===== config.mk =====
export PLATFORM = sky130hd
export DESIGN_NAME = drsh_front
export DESIGN_NICKNAME = d
export VERILOG_FILES = /design/src/rtl/drsh_pkg.sv /design/src/rtl/drsh_front.sv
export SDC_FILE = /design/constraint.sdc
export NUM_CORES = 1
export LEC_CHECK = 0
export ABC_AREA = 1
export BUFFER_PORTS_ARGS = -buffer_cell sky130_fd_sc_hd__buf_2
export CAP_MARGIN = 20
export CORE_ASPECT_RATIO = 1.5
export CORE_UTILIZATION = 51
export CTS_CLUSTER_SIZE = 25
export DETAILED_ROUTE_END_ITERATION = 10
export PLACE_DENSITY = 0.87
export SYNTH_ARGS = -nofsm -noshare
export SYNTH_HDL_FRONTEND = slang
export SYNTH_SLANG_ARGS = --single-unit

===== constraint.sdc =====
create_clock -name clk_i -period 4.1 [get_ports clk_i]
set_clock_uncertainty 0.1 [all_clocks]
set_input_delay 0.205 -clock clk_i [delete_from_list [all_inputs] [get_ports clk_i]]
set_output_delay 0.205 -clock clk_i [all_outputs]
set_load 0.01 [all_outputs]

===== src/rtl/drsh_pkg.sv =====
// package for the double rolling substring hash block
// types, constants and a helper function used by every rtl file but drsh_ram
`timescale 1ns / 1ps

package drsh_pkg;

  localparam int unsigned MaxLen  = 4096;
  localparam int unsigned ResW    = 30;
  localparam int unsigned HashW   = 2 * ResW;
  localparam int unsigned CharW   = 8;
  localparam int unsigned IdxW    = 12;
  localparam int unsigned PosMaxW = 16;
  localparam int unsigned CfgIdxW = 1;

  localparam logic [ResW-1:0] ModFirst  = 30'd1000015553;
  localparam logic [ResW-1:0] ModSecond = 30'd1000028537;
  localparam logic [ResW-1:0] BaseReset = 30'd1000;

  localparam logic OpAppend = 1'b0;
  localparam logic OpQuery  = 1'b1;

  localparam logic [CfgIdxW-1:0] CfgBaseFirst  = 1'b0;
  localparam logic [CfgIdxW-1:0] CfgBaseSecond = 1'b1;

  typedef enum logic [1:0] {
    KIND_APPEND,
    KIND_QUERY,
    KIND_ERROR
  } kind_e;

  typedef struct packed {
    kind_e                    kind;
    logic [CharW-1:0]         char_value;
    logic [IdxW-1:0]          left;
    logic [IdxW-1:0]          right;
    logic [PosMaxW-1:0]       pos;
  } entry_t;

  typedef enum logic [2:0] {
    ST_IDLE,
    ST_APP_WAIT,
    ST_Q_RD1,
    ST_Q_RD2,
    ST_Q_RD3,
    ST_Q_WAIT,
    ST_RESULT
  } back_state_e;

  // one compare and subtract, valid for s below twice p
  function automatic logic [ResW-1:0] mod_fix(logic [ResW:0] s, logic [ResW-1:0] p);
    logic [ResW:0] d;
    d = s - {1'b0, p};
    return (s >= {1'b0, p}) ? d[ResW-1:0] : s[ResW-1:0];
  endfunction

endpackage


===== src/rtl/drsh_front.sv =====
// front end: accepts items, tracks loaded length, checks query ranges
// uses drsh_pkg, feeds drsh_queue
`timescale 1ns / 1ps

module drsh_front #(
  parameter int unsigned MaxLen = drsh_pkg::MaxLen
) (
  input  logic                       clk_i,
  input  logic                       rst_ni,
  input  logic                       in_valid_i,
  output logic                       in_ready_o,
  input  logic                       operation_i,
  input  logic                       restart_i,
  input  logic [drsh_pkg::CharW-1:0] char_value_i,
  input  logic [drsh_pkg::IdxW-1:0]  left_index_i,
  input  logic [drsh_pkg::IdxW-1:0]  right_index_i,
  input  logic                       full_i,
  output logic                       push_o,
  output drsh_pkg::entry_t           entry_o
);

  localparam int unsigned LW = $clog2(MaxLen + 1);
  localparam int unsigned CW = (LW > drsh_pkg::IdxW) ? LW : drsh_pkg::IdxW;

  logic [LW-1:0] len_q;
  logic [LW-1:0] len_d;
  logic          accept;

  assign in_ready_o = !full_i;
  assign accept     = in_valid_i && !full_i;

  always_comb begin
    len_d              = len_q;
    push_o             = 1'b0;
    entry_o.kind       = drsh_pkg::KIND_APPEND;
    entry_o.char_value = char_value_i;
    entry_o.left       = left_index_i;
    entry_o.right      = right_index_i;
    entry_o.pos        = '0;
    if (accept) begin
      if (operation_i == drsh_pkg::OpQuery) begin
        push_o = 1'b1;
        if ((left_index_i > right_index_i) || (CW'(right_index_i) >= CW'(len_q))) begin
          entry_o.kind = drsh_pkg::KIND_ERROR;
        end else begin
          entry_o.kind = drsh_pkg::KIND_QUERY;
        end
      end else if (restart_i) begin
        push_o = 1'b1;
        len_d  = LW'(1);
      end else if (len_q != LW'(MaxLen)) begin
        push_o      = 1'b1;
        entry_o.pos = drsh_pkg::PosMaxW'(len_q);
        len_d       = len_q + LW'(1);
      end
    end
  end

  always_ff @(posedge clk_i or negedge rst_ni) begin
    if (!rst_ni) begin
      len_q <= '0;
    end else begin
      len_q <= len_d;
    end
  end

endmodule


# Yosys cells after proc, flatten, opt, wreduce, memory -nomap -nowiden

Cells that the tools add are included.

Bits of input ports: 38
Register bits: 13
Logic and storage cells: 24

Muxes and demuxes: 13
$lt $le $gt $ge: 2
Bitwise gates (word level): 1
Reduce and logical (&&, ||, !) cells: 5
Add/subtract/negate cells: 1
Equal/unequal tests: 1

Operator list:

| kind                    | number |
|---|---|
| $mux W13                | 5 |
| $mux W16                | 1 |
| $add A13 B1 Y13 const B | 1 |
| $ge A12 B13 Y1          | 1 |
| $ne A13 B13 Y1 const B  | 1 |
| $gt A12 B12 Y1          | 1 |
| $mux W2                 | 3 |
| $mux W1                 | 4 |
| $reduce_and A3 Y1       | 1 |
| $reduce_bool A2 Y1      | 1 |
| $logic_and A1 B1 Y1     | 1 |
| $logic_not A1 Y1        | 1 |
| $logic_or A1 B1 Y1      | 1 |
| $not A1 Y1              | 1 |

# Longest topological paths before layout

Depth in word-level cells: 5
Gate-level depth with buffers: 12
Mapped depth without buffers: 12

# Worst setup path after synthesis

Ideal clock, no wire load.

Path type: reg2out
Start point: reg len_q[2]
End point: out entry_o[48] in the netlist's numbering
Buffers on the path: 0
Arrival time: 1.424 ns
Cell stages (with the launch flop): 10
Setup slack: 2.371 ns
Required time: 3.795 ns
Path through: dfrtp_1 > inv_1 > ha_1 > a21oi_1 > nand2_1 > nand2_1 > nand2_1 > a21oi_1 > nand2_1 > nor2_1

RTL lines:

| element                  | RTL line         | RTL |
|---|---|---|
| start: declaration       | drsh_front.sv:25 | `logic [LW-1:0] len_q;` |
| start signal: assignment | drsh_front.sv:63 | `len_q <= len_d;` |
| end: declaration         | drsh_front.sv:19 | `output drsh_pkg::entry_t entry_o` |

==> impl_metrics.ini <==
[critical_path]
setup.worst_path.start = len_q[2]
crit_chain = inv_1, ha_1, a21oi_1, nand2_1, nand2_1, nand2_1, a21oi_1, nand2_1, nor2_1, buf_2
reg2regPathDepth = 9
rrSetupSlack_ns = 2.22
slowest_delay_ns = 0.41
worstPathRequired_ns = 3.80
cpMostUsedCell = nand2_1
start_kind = flip-flop
slowest_stage = dfrtp_1
path_class = reg -> out
crit_end = entry_o[48]
timing.rr.end = len_q[4]
arrival_ns = 1.96
crit_fanout = 5
reg2reg_from = len_q[0]
worstSetupEndpointType = output port

[detailed_routing]
vias_per_cell = 5.13
detail_route.first_pass.iterations = 4
detail-route-antenna-nets = 0
wl_per_cell_um = 11.5
drt_iter0_markers = 53
routed_wl_mm = 4.26
vias = 1898
drc = 0

[timing]
rsz0062_at_grt = false
fin_crit_sh = 0.551
drv_slew = 0
period_needed_ns = 2.26
setup_viol = 0
finalHoldViolations = 0
fmax_ghz = 0.442
setup_tns_ns = 0

[status]
run_status = complete, no violations

[worst_hold_path]
hp-class = in -> reg

[cts]
cts-buffers-inserted = 3
h-tree-depth = 1
cts_tree = done
cts_num_sinks = 13
clock_latency_ns = 0.24
clock-root-buffer = clkbuf_8
clk_pin_slew_ns = 0.05
cts.path.max_buffers = 2

[global_routing]
grt_pass1_wl_mm = 6.89
antenna_found_initial = 0
grt-ovfl-total = 0
first_global_vias = 1683
grt_max_degree = 21
grt_usage = 0.224

[run]
maxCapViolCount = 0

[floorplan]
ios = 90
core_area_mm2 = 0.00345
die_h_um = 76.3
die_w_um = 51.5
initial_core_util = 0.545
rows = 26
die_area_mm2 = 0.00393

[layout]
largest_reg_flops = 13
final_nets = 393
fin_util = 0.595
synthToLayoutAreaGrowth_pct = 9.26
regMostFlops = len_q
layout-drive-gt1-share = 0.265
antenna_cells = 0
reg.largest.list = len_q x13

[placement]
io_buffers = 70
gp_congestion = 0.894
dp_hpwl_mm = 3.63

[synth]
seq_area_frac_synth = 0.173
syn-instance-count = 290
ys_ff_latch = 13
netlist-cell-type-count = 25
synthesis.area_mm2 = 0.00188
yosysWarnings = 0
syn_avg_cell_area_um2 = 6.48

[pwr]
leakage_nw = 1.21
peakVddDrop_uv = 266
finalPower_w = 0.000416
powerDensity_mw_per_mm2 = 203
==> area by class of cell <==
type                    instances  area (µm²)
fillers                       336        1400
multi-input cells             192        1090
repair buffers                 71         360
flip-flops and latches         13         325
inverters                      48         183
well taps                      42        52.6
clock buffers                   4        45.0
==> layer usage <==
metal / global-route usage / vias up / wire, µm
li1: - / 960 / -
met1: 0.226 / 853 / 1620
met2: 0.426 / 70 / 2250
met3: 0.0160 / 15 / 227
met4: 0.119 / 0 / 162
met5: 0 / - / 0
==> power breakdown <==
| part | total (W) | internal, W | switching (W) | leakage, nW |
|---|---|---|---|---|
| registers | 0.000149 | 0.000137 | 0.0000125 | 0.177 |
| clock network | 0.000113 | 0.0000686 | 0.0000445 | 0.0228 |
| logic | 0.000154 | 0.0000623 | 0.0000916 | 1.01 |
==> worst max-delay path, delay by kind of cell (launching register included) <==
family	cells	cell delay (ns)
compound gates	2	0.34
fa+ha+maj	1	0.28
buf+inv	2	0.32
flops	1	0.41
simple gates	5	0.37
==> stage by stage <==
stage | area (µm²) | hold WS (ns) | setup WS (ns) | std cells
floorplan | 1890 | -0.191 | 2.37 | 292
global placement | 2000 | 0.00631 | 2.14 | 365
detailed placement | 2000 | 0.00800 | 2.13 | 365
CTS | 2050 | 0.140 | 1.85 | 370
global route | 2050 | 0.145 | 1.68 | 370
finish | 2050 | 0.141 | 1.84 | 370
==> cell usage after synthesis (all sizes together) <==
library cell   n  area, µm²
a21boi         1       7.51
a21o           1       7.51
a21oi          8       40.0
and2           1       6.26
buf           39        292
conb           1       3.75
dfrtp         13        325
ha            26        325
inv           48        183
nand2         70        265
nand3         19        100
nand4         11       68.8
nor2          29        116
nor3           6       30.0
o21ai         14       81.3
xor2           3       26.3
==> worst min-delay path by stage <==
stage	cells after the start	slack [ns]	endpoint	start
floorplan	0	-0.19	len_q[0]	rst_ni
global placement	1	0.006	len_q[9]	rst_ni
detailed placement	1	0.008	len_q[9]	rst_ni
CTS	4	0.14	len_q[4]	restart_i
global route	4	0.15	len_q[4]	restart_i
finish	4	0.14	len_q[4]	restart_i
==> timing repair <==
action	CTS	global route
gates resized for setup	0	0
setup buffers	0	0
hold buffers	1	0
endpoints found under the hold margin	13	0
==> logic make-up after synthesis <==
logic type,after synthesis,synth area share
other,1,0.00200
and+or+nand+nor,136,0.312
buffers and inverters,87,0.253
DFF,13,0.173
AOI/OAI and AO/OA,24,0.0726
xor gates and xnor gates,3,0.0140
adders and majority gates,26,0.173
==> cells in the final DEF (no fill, tap or decap) <==
cell type       n
buf_2          70
nand2_1        69
inv_1          42
nor2_1         26
ha_1           26
nand3_1        18
dfrtp_1        13
nand4_1        11
a21oi_1         8
o21ai_0         8
nor3_1          6
inv_2           5
nor2_2          3
xor2_1          3
o21ai_2         3
o21ai_1         3
conb_1          3
clkbuf_8        3
and2_1          1
a21o_1          1
a21boi_0        1
nand3_2         1
nand2_2         1
inv_4           1
clkbuf_1        1
dlygate4sd3_1   1
(Power assumes the default switching activity.)
