### src/rtl/drsh_pkg.sv
// package for the double rolling substring hash block
// types, constants and a helper function used by every rtl file but drsh_ram
`timescale 1ns / 1ps

package drsh_pkg;

  localparam int unsigned MaxLen  = 4096;
  localparam int unsigned ResW    = 30;
  localparam int unsigned HashW   = 2 * ResW;
  localparam int unsigned CharW   = 8;
  localparam int unsigned IdxW    = 12;
  localparam int unsigned PosMaxW = 16;
  localparam int unsigned CfgIdxW = 1;

  localparam logic [ResW-1:0] ModFirst  = 30'd1000015553;
  localparam logic [ResW-1:0] ModSecond = 30'd1000028537;
  localparam logic [ResW-1:0] BaseReset = 30'd1000;

  localparam logic OpAppend = 1'b0;
  localparam logic OpQuery  = 1'b1;

  localparam logic [CfgIdxW-1:0] CfgBaseFirst  = 1'b0;
  localparam logic [CfgIdxW-1:0] CfgBaseSecond = 1'b1;

  typedef enum logic [1:0] {
    KIND_APPEND,
    KIND_QUERY,
    KIND_ERROR
  } kind_e;

  typedef struct packed {
    kind_e                    kind;
    logic [CharW-1:0]         char_value;
    logic [IdxW-1:0]          left;
    logic [IdxW-1:0]          right;
    logic [PosMaxW-1:0]       pos;
  } entry_t;

  typedef enum logic [2:0] {
    ST_IDLE,
    ST_APP_WAIT,
    ST_Q_RD1,
    ST_Q_RD2,
    ST_Q_RD3,
    ST_Q_WAIT,
    ST_RESULT
  } back_state_e;

  // one compare and subtract, valid for s below twice p
  function automatic logic [ResW-1:0] mod_fix(logic [ResW:0] s, logic [ResW-1:0] p);
    logic [ResW:0] d;
    d = s - {1'b0, p};
    return (s >= {1'b0, p}) ? d[ResW-1:0] : s[ResW-1:0];
  endfunction

endpackage

### src/rtl/drsh_queue.sv
// two entry queue between front end and back end
// uses drsh_pkg
`timescale 1ns / 1ps

module drsh_queue (
  input  logic             clk_i,
  input  logic             rst_ni,
  input  logic             push_i,
  input  drsh_pkg::entry_t entry_i,
  input  logic             pop_i,
  output logic             full_o,
  output logic             empty_o,
  output drsh_pkg::entry_t head_o
);

  drsh_pkg::entry_t slot_q [2];
  logic             wr_q;
  logic             rd_q;
  logic [1:0]       cnt_q;

  assign full_o  = (cnt_q == 2'd2);
  assign empty_o = (cnt_q == 2'd0);
  assign head_o  = slot_q[rd_q];

  always_ff @(posedge clk_i or negedge rst_ni) begin
    if (!rst_ni) begin
      wr_q  <= 1'b0;
      rd_q  <= 1'b0;
      cnt_q <= 2'd0;
    end else begin
      if (push_i) begin
        wr_q <= !wr_q;
      end
      if (pop_i) begin
        rd_q <= !rd_q;
      end
      if (push_i && !pop_i) begin
        cnt_q <= cnt_q + 2'd1;
      end else if (pop_i && !push_i) begin
        cnt_q <= cnt_q - 2'd1;
      end
    end
  end

  always_ff @(posedge clk_i) begin
    if (push_i) begin
      slot_q[wr_q] <= entry_i;
    end
  end

endmodule

### config.mk
export PLATFORM = sky130hd
export DESIGN_NAME = drsh_queue
export DESIGN_NICKNAME = d
export VERILOG_FILES = /design/src/rtl/drsh_pkg.sv /design/src/rtl/drsh_queue.sv
export SDC_FILE = /design/constraint.sdc
export NUM_CORES = 1
export LEC_CHECK = 0
export BUFFER_PORTS_ARGS = -buffer_cell sky130_fd_sc_hd__buf_2
export CORE_ASPECT_RATIO = 2
export CORE_MARGIN = 5
export CORE_UTILIZATION = 30
export CTS_BUF_LIST = sky130_fd_sc_hd__clkbuf_8
export DETAILED_ROUTE_END_ITERATION = 10
export SKIP_CTS_REPAIR_TIMING = 1
export SYNTH_ARGS = -nofsm -noshare
export SYNTH_HDL_FRONTEND = slang
export SYNTH_SLANG_ARGS = --single-unit
### constraint.sdc
create_clock -name clk_i -period 7.22 [get_ports clk_i]
set_input_delay 0.361 -clock clk_i [delete_from_list [all_inputs] [get_ports clk_i]]
set_output_delay 0.361 -clock clk_i [all_outputs]
set_load 0.1 [all_outputs]
# Yosys cells after proc, flatten, opt, wreduce, memory -nomap -nowiden
# Memory sizes are Yosys's and may differ from the RTL's.
# Cells that the tools add are included.
# W data, S select, Z words.
# totals
ram_bits	100
inputBits	54
n_memories	1
regBits	4
latch_bits	0
romBits	0
word_cells	19
output_inout_bits	52
# mem_list
memory	depth	width	rd	rd_clocked_by_memory_dff	write_ports	line_no	text
slot_q	2	50	1	0	1	drsh_queue.sv:16	drsh_pkg::entry_t slot_q [2];
# op_classes
div_mod_pow	0
magnitude_cmp	0
n_shift	0
muxes	4
multipliers	0
addsub	2
n_eq_ne	1
bitwise_logic	0
n_reduce_logical	8
# ops
op	n
$logic_not A1 Y1	4
$mux W2	2
$add A2 B1 Y2 const B	1
$eq A2 B2 Y1 const B	1
$logic_and A1 B1 Y1	2
$logic_not A2 Y1	1
$mux W1	2
$reduce_bool A2 Y1	1
$sub A2 B1 Y2 const B	1

# Logic depth before layout (Yosys ltp)
# Gate-level depths: netlist (run 1).
# logic_depth
word_depth	4
depth_mapped	5

# Least setup slack after synthesis (run 1)
# Ideal clock, no wire load.
# synth_timing
kind	register -> register
startpoint	register wr_q
endpoint	memory slot_q[0][0] (netlist name), enable pin
t_required_ns	6.756
synth_period_minus_slack_ns	3.096
setup_ns	0.464
n_path_buf	0
stages_incl_launch_ff	2
slack_ns	4.124
t_arrival_ns	2.632
cell_sequence	dfrtp_1 -> nor2b_1
# synth_lines
item	line_no	text
start, declared	drsh_queue.sv:17	logic wr_q;
start signal, assigned	drsh_queue.sv:32	wr_q <= !wr_q;
end, declared	drsh_queue.sv:16	
# No word-level cell before the write port.

==> impl_metrics.json, run 1 <==
{
  "die_h_um": 174,
  "detail_route.iter0.violations": 80,
  "grt_pass1_vias": 2178,
  "crit_fanout": 51,
  "drt_drc_violations_left": 0,
  "drv_slew": 0,
  "worst-setup-path-type": "reg -> out",
  "number_of_inserted_filler_cells_in_the_final_layout": 1299,
  "tritoncts_clock_tree": "built",
  "finalWorstPathRequiredPeriod_ns": 2.55,
  "die-area_sq_um": 16100,
  "post_synth.cell_area_avg_sq_um": 23.5,
  "synthesis.nets": 227,
  "rrSetupSlack_ns": 5.35,
  "ys_seq_elements": 104,
  "h_tree_level_count": 3,
  "ctsLongestPathBuffers": 2,
  "timing.critical_path.required_ns": 6.86,
  "route.detailed.wl_per_inst_um": 16.6,
  "final_min_period_over_clock_period_pct": 35.3,
  "cts.sink_count": 104,
  "endpoint_kind": "output port",
  "initial_utilization_pct": 30.3,
  "synthToLayoutAreaGrowth_pct": 20.5,
  "rsz_0062_raised_after_global_routing": "false",
  "drive_above_1_share_pct": 60.3,
  "grt_busiest_layer": "met2",
  "critical_path.startpoint_type": "register",
  "grtUsageTotal_pct": 9.42,
  "clock_latency_ns": 0.35,
  "die_width_um": 92.1,
  "core_box_area_sq_um": 13400,
  "critical_path_arrival_ns": 2.19,
  "min_path_cells": 1,
  "fmax_mhz": 393,
  "buffer_ports.inserted": 105,
  "route.vias.total": 1910,
  "globalRouteMet1Util_pct": 8.09,
  "hpwlAfterDp_um": 5340,
  "placement_rows": 60,
  "initial_antenna_violation_count": 3,
  "yosysWarningCount": 0,
  "clock_skew_ns": 0.00682,
  "max-cap-violations": 0,
  "post-route-worst-setup-slack_ns": 4.67,
  "final_antenna_violating_net_count": 0,
  "grt_overflow": 0,
  "netlist-cell-type-count": 13,
  "worstMarginPinSlew_ns": 0.957,
  "netlist_instances": 172,
  "status": "complete, no violations",
  "via_per_inst": 4.29,
  "use_met3_pct": 2.82,
  "synth-seq-area-share_pct": 76.7,
  "placement.setup.worst_slack_ns": 5.01,
  "numCtsBuffers": 9,
  "totalWireLength_um": 7390,
  "worst_hold_path_type": "in -> reg",
  "finalSetupViolCount": 0,
  "antenna_fix_cells": 0,
  "setup-tns-final_ns": 0,
  "hold_violations_final": 0,
  "worstRegToRegCells": 2,
  "io-pin-count": 106,
  "synthesis.area_sq_um": 4050,
  "global_route.usage.met2_pct": 18.8,
  "largest_net_degree_at_the_start_of_global_routing": 52,
  "clk_pin_slew_worst_paths_ns": 0.10,
  "clk_root_buffer_cell": "sky130_fd_sc_hd__clkbuf_8",
  "max_slew_margin_pct": 36.2,
  "gp_congestion": 0.698,
  "drtPass1Iterations": 2,
  "layout.core_utilization_pct": 36.5,
  "grt_pass1_wl_um": 11200,
  "final_net_count": 340
}
## cell usage in the layout (no fill, tap or decap), drive strengths merged
master	n
mux2	50
ha	1
clkbuf	9
xor2	4
clkinv	2
xnor2	1
nor2	2
inv	6
nor2b	2
and2	1
dfrtp	4
buf	107
dlygate4sd3	1
edfxtp	100
## Yosys cell counts
| cell | n | area (sq um) |
|---|---|---|
| sky130_fd_sc_hd__nor2b_1 | 2 | 12.5 |
| sky130_fd_sc_hd__xnor2_1 | 1 | 8.76 |
| sky130_fd_sc_hd__mux2_4 | 49 | 736 |
| sky130_fd_sc_hd__xor2_1 | 4 | 35.0 |
| sky130_fd_sc_hd__and2_1 | 1 | 6.26 |
| sky130_fd_sc_hd__ha_1 | 1 | 12.5 |
| sky130_fd_sc_hd__inv_1 | 1 | 3.75 |
| sky130_fd_sc_hd__buf_6 | 1 | 11.3 |
| sky130_fd_sc_hd__nor2_1 | 2 | 7.51 |
| sky130_fd_sc_hd__dfrtp_1 | 4 | 100 |
| sky130_fd_sc_hd__mux2_2 | 1 | 11.3 |
| sky130_fd_sc_hd__buf_12 | 5 | 100 |
| sky130_fd_sc_hd__edfxtp_1 | 100 | 3000 |
## critical path, cell delays in order, from the launching register on
cell	delay [ns]
sky130_fd_sc_hd__dfrtp_4	1.06
sky130_fd_sc_hd__mux2_4	0.30
sky130_fd_sc_hd__buf_2	0.42
## cell type report
cell class / instances / area (sq um) / share of cell area, %
clock inverter: 7 / 61.3 / 1.26
tap: 155 / 194 / 3.98
timing repair buffer: 108 / 551 / 11.3
inverter: 1 / 3.75 / 0.0769
clock buffer: 9 / 124 / 2.54
multi-input combinational: 61 / 838 / 17.2
sequential: 104 / 3110 / 63.7
## routing by layer
layer  part of all wire (%)  wire length (um)
met3                    4.7               346
met5                   0.64                47
met2                     62              4610
met1                     30              2220
met4                    2.3               169
## kinds of logic after synthesis
| group | Yosys count | share of synthesized area [%] |
|---|---|---|
| xor+xnor | 5 | 1.08 |
| fa+ha+maj | 1 | 0.309 |
| buf+inv | 7 | 2.84 |
| flops | 104 | 76.7 |
| simple gates | 5 | 0.649 |
| mux | 50 | 18.5 |
## state kept, by name, indices dropped and copies added (netlist names)
register	cells
rd_q	1
cnt_q	2
slot_q	100
wr_q	1
## stage by stage
step                cell area [sq um]  hold slack [ns]  cells
finish                           4880            0.189    445
CTS                              4870           -0.232    444
floorplan                        4050           0.0654    172
detailed placement               4680            0.172    428
global placement                 4680            0.170    428
global route                     4880            0.155    445
## path summary, 6_finish.rpt
path | startpoint | to
setup / recovery | rd_q | head_o[27]
hold / removal | entry_i[45] | slot_q[0][45]
setup reg to reg | wr_q | slot_q[0][16]
hold reg to reg | cnt_q[1] | cnt_q[1]
max in group asynchronous | rst_ni | rd_q
min in group asynchronous | rst_ni | rd_q
Power of run 1 is not shown: default switching activity piles up to over one toggle a cycle in this logic, so the estimate is an artifact.
==> run 2, diff against run 1 <==
==> constraint.sdc (replaced) <==
create_clock -name clk_i -period 2.2 [get_ports clk_i]
set_input_delay 0.11 -clock clk_i [delete_from_list [all_inputs] [get_ports clk_i]]
set_output_delay 0.11 -clock clk_i [all_outputs]
set_load 0.1 [all_outputs]
==> run 2 against run 1 <==
Against the previous run:
- setup slack worse by 4.4 ns
- clock skew up 0.0034 ns
- register-to-register slack worse by 4.5 ns
- first-iteration DRC count up 2.5%
- critical path type unchanged
- critical endpoint is now head_o[0]
==> impl_metrics.json, run 2 (synthesis results as in run 1) <==
{
  "crit_path_start": "rd_q",
  "multiInputGateArea_sq_um": 838,
  "largest_register": "slot_q",
  "cpMostUsedCell": "sky130_fd_sc_hd__buf_12",
  "cts.sink_count": 104,
  "grt_pass1_wl_um": 11600,
  "max-cap-violations": 0,
  "setup-tns-final_ns": 0,
  "initial_antenna_violation_count": 0,
  "worst_path_largest_cell_delay_ns": 0.69,
  "io-pin-count": 106,
  "detail_route.iter0.violations": 82,
  "core_box_area_sq_um": 13400,
  "final-seq-area_sq_um": 3110,
  "worst-setup-path-type": "reg -> out",
  "reg.largest.list": "slot_q x100, cnt_q x2",
  "ctsLongestPathBuffers": 2,
  "max_slew_margin_pct": 67.7,
  "drv_slew": 0,
  "worst_r2r_endpoint": "slot_q[1][4]",
  "route.vias.total": 2092,
  "clk_root_buffer_cell": "sky130_fd_sc_hd__clkbuf_8",
  "grtUsageTotal_pct": 9.81,
  "tritoncts_clock_tree": "built",
  "hold_violations_final": 0,
  "grt_overflow": 0,
  "initial_utilization_pct": 30.3,
  "status": "complete, no violations",
  "worst_hold_path_type": "in -> async",
  "placement_rows": 60,
  "antenna_fix_cells": 0,
  "die_width_um": 92.1,
  "crit_fanout": 21,
  "drt_drc_violations_left": 0,
  "layout_commonest_cell": "sky130_fd_sc_hd__edfxtp_1",
  "clk_pin_slew_worst_paths_ns": 0.09,
  "finalWorstPathRequiredPeriod_ns": 1.93,
  "grt_pass1_vias": 2205,
  "buffer_ports.inserted": 105,
  "finalSetupViolCount": 0,
  "drtPass1Iterations": 4,
  "largest_net_degree_at_the_start_of_global_routing": 47,
  "numCtsBuffers": 9,
  "final_antenna_violating_net_count": 0,
  "synthToLayoutAreaGrowth_pct": 53.7,
  "worst_setup_path_endpoint": "head_o[0]",
  "via_per_inst": 4.18,
  "clock_skew_ns": 0.0102,
  "drive_above_1_share_pct": 51.7,
  "timing.critical_path.required_ns": 2.09,
  "clock_latency_ns": 0.36,
  "final_net_count": 396,
  "hpwlAfterDp_um": 5630,
  "die-area_sq_um": 16100,
  "largest_reg_flops": 100,
  "route.detailed.wl_per_inst_um": 15.8,
  "number_of_inserted_filler_cells_in_the_final_layout": 1140,
  "totalWireLength_um": 7900,
  "layout_common_cells": "sky130_fd_sc_hd__edfxtp_1, sky130_fd_sc_hd__buf_2, sky130_fd_sc_hd__dlygate4sd3_1",
  "rsz_0062_raised_after_global_routing": "false",
  "rrSetupSlack_ns": 0.87,
  "worstMarginPinSlew_ns": 0.488,
  "gp_congestion": 0.696,
  "critical_path_arrival_ns": 1.82,
  "fmax_mhz": 517,
  "h_tree_level_count": 3,
  "timing.critical_path.slowest_stage_cell": "sky130_fd_sc_hd__dfrtp_4",
  "die_h_um": 174,
  "critical_path.startpoint_type": "register",
  "worstRegToRegCells": 2,
  "cp_cell_sequence": "buf_12, mux2_4, buf_12",
  "worst_r2r_startpoint": "wr_q",
  "endpoint_kind": "output port",
  "final_min_period_over_clock_period_pct": 87.9
}
==> run 2: area by class of cell <==
| type | count | share of cell area [%] |
|---|---|---|
| clock inverter | 7 | 1.25 |
| clock buffer | 9 | 1.99 |
| sequential | 104 | 49.9 |
| timing repair buffer | 164 | 30.2 |
| multi-input combinational | 61 | 13.5 |
| tap | 155 | 3.12 |
| inverter | 1 | 0.0603 |
==> run 2: worst max-delay path, delay by kind of cell (launching register included) <==
kind,cells,cell delay [ns]
buf+inv,2,0.42
mux,1,0.34
flops,1,0.69
==> run 2: layer usage <==
metal	track usage (%)	share of wire (%)	vias up	wire, um
li1	-	-	1006	-
met1	8.08	34	1025	2680
met2	19.5	60	53	4750
met3	3.38	3.9	8	306
met4	5.02	2.0	0	161
met5	0	0	-	0
==> run 2: worst min path at each step <==
stage	slack [ns]	cells past startpoint	start	end
after floorplan	-0.19	0	rst_ni	cnt_q[0]
after global placement	-0.08	1	rst_ni	wr_q
after detailed placement	-0.08	1	rst_ni	cnt_q[1]
after CTS	-0.49	1	rst_ni	rd_q
after global routing	0.06	2	rst_ni	rd_q
final	0.08	2	rst_ni	rd_q
==> run 2: stage by stage <==
| stage | utilization [%] | setup WS, ns | area (sq um) | instances | hold WS [ns] |
|---|---|---|---|---|---|
| floorplan | - | 0.0650 | 4050 | 172 | -0.186 |
| global placement | 41.1 | 0.647 | 5490 | 432 | -0.0802 |
| detailed placement | 41.1 | 0.622 | 5490 | 432 | -0.0796 |
| CTS | 42.6 | 0.201 | 5690 | 448 | -0.490 |
| global route | 46.6 | 0.166 | 6220 | 501 | 0.0578 |
| finish | 46.6 | 0.267 | 6220 | 501 | 0.0773 |
Power of run 2 is left out for the same reason.
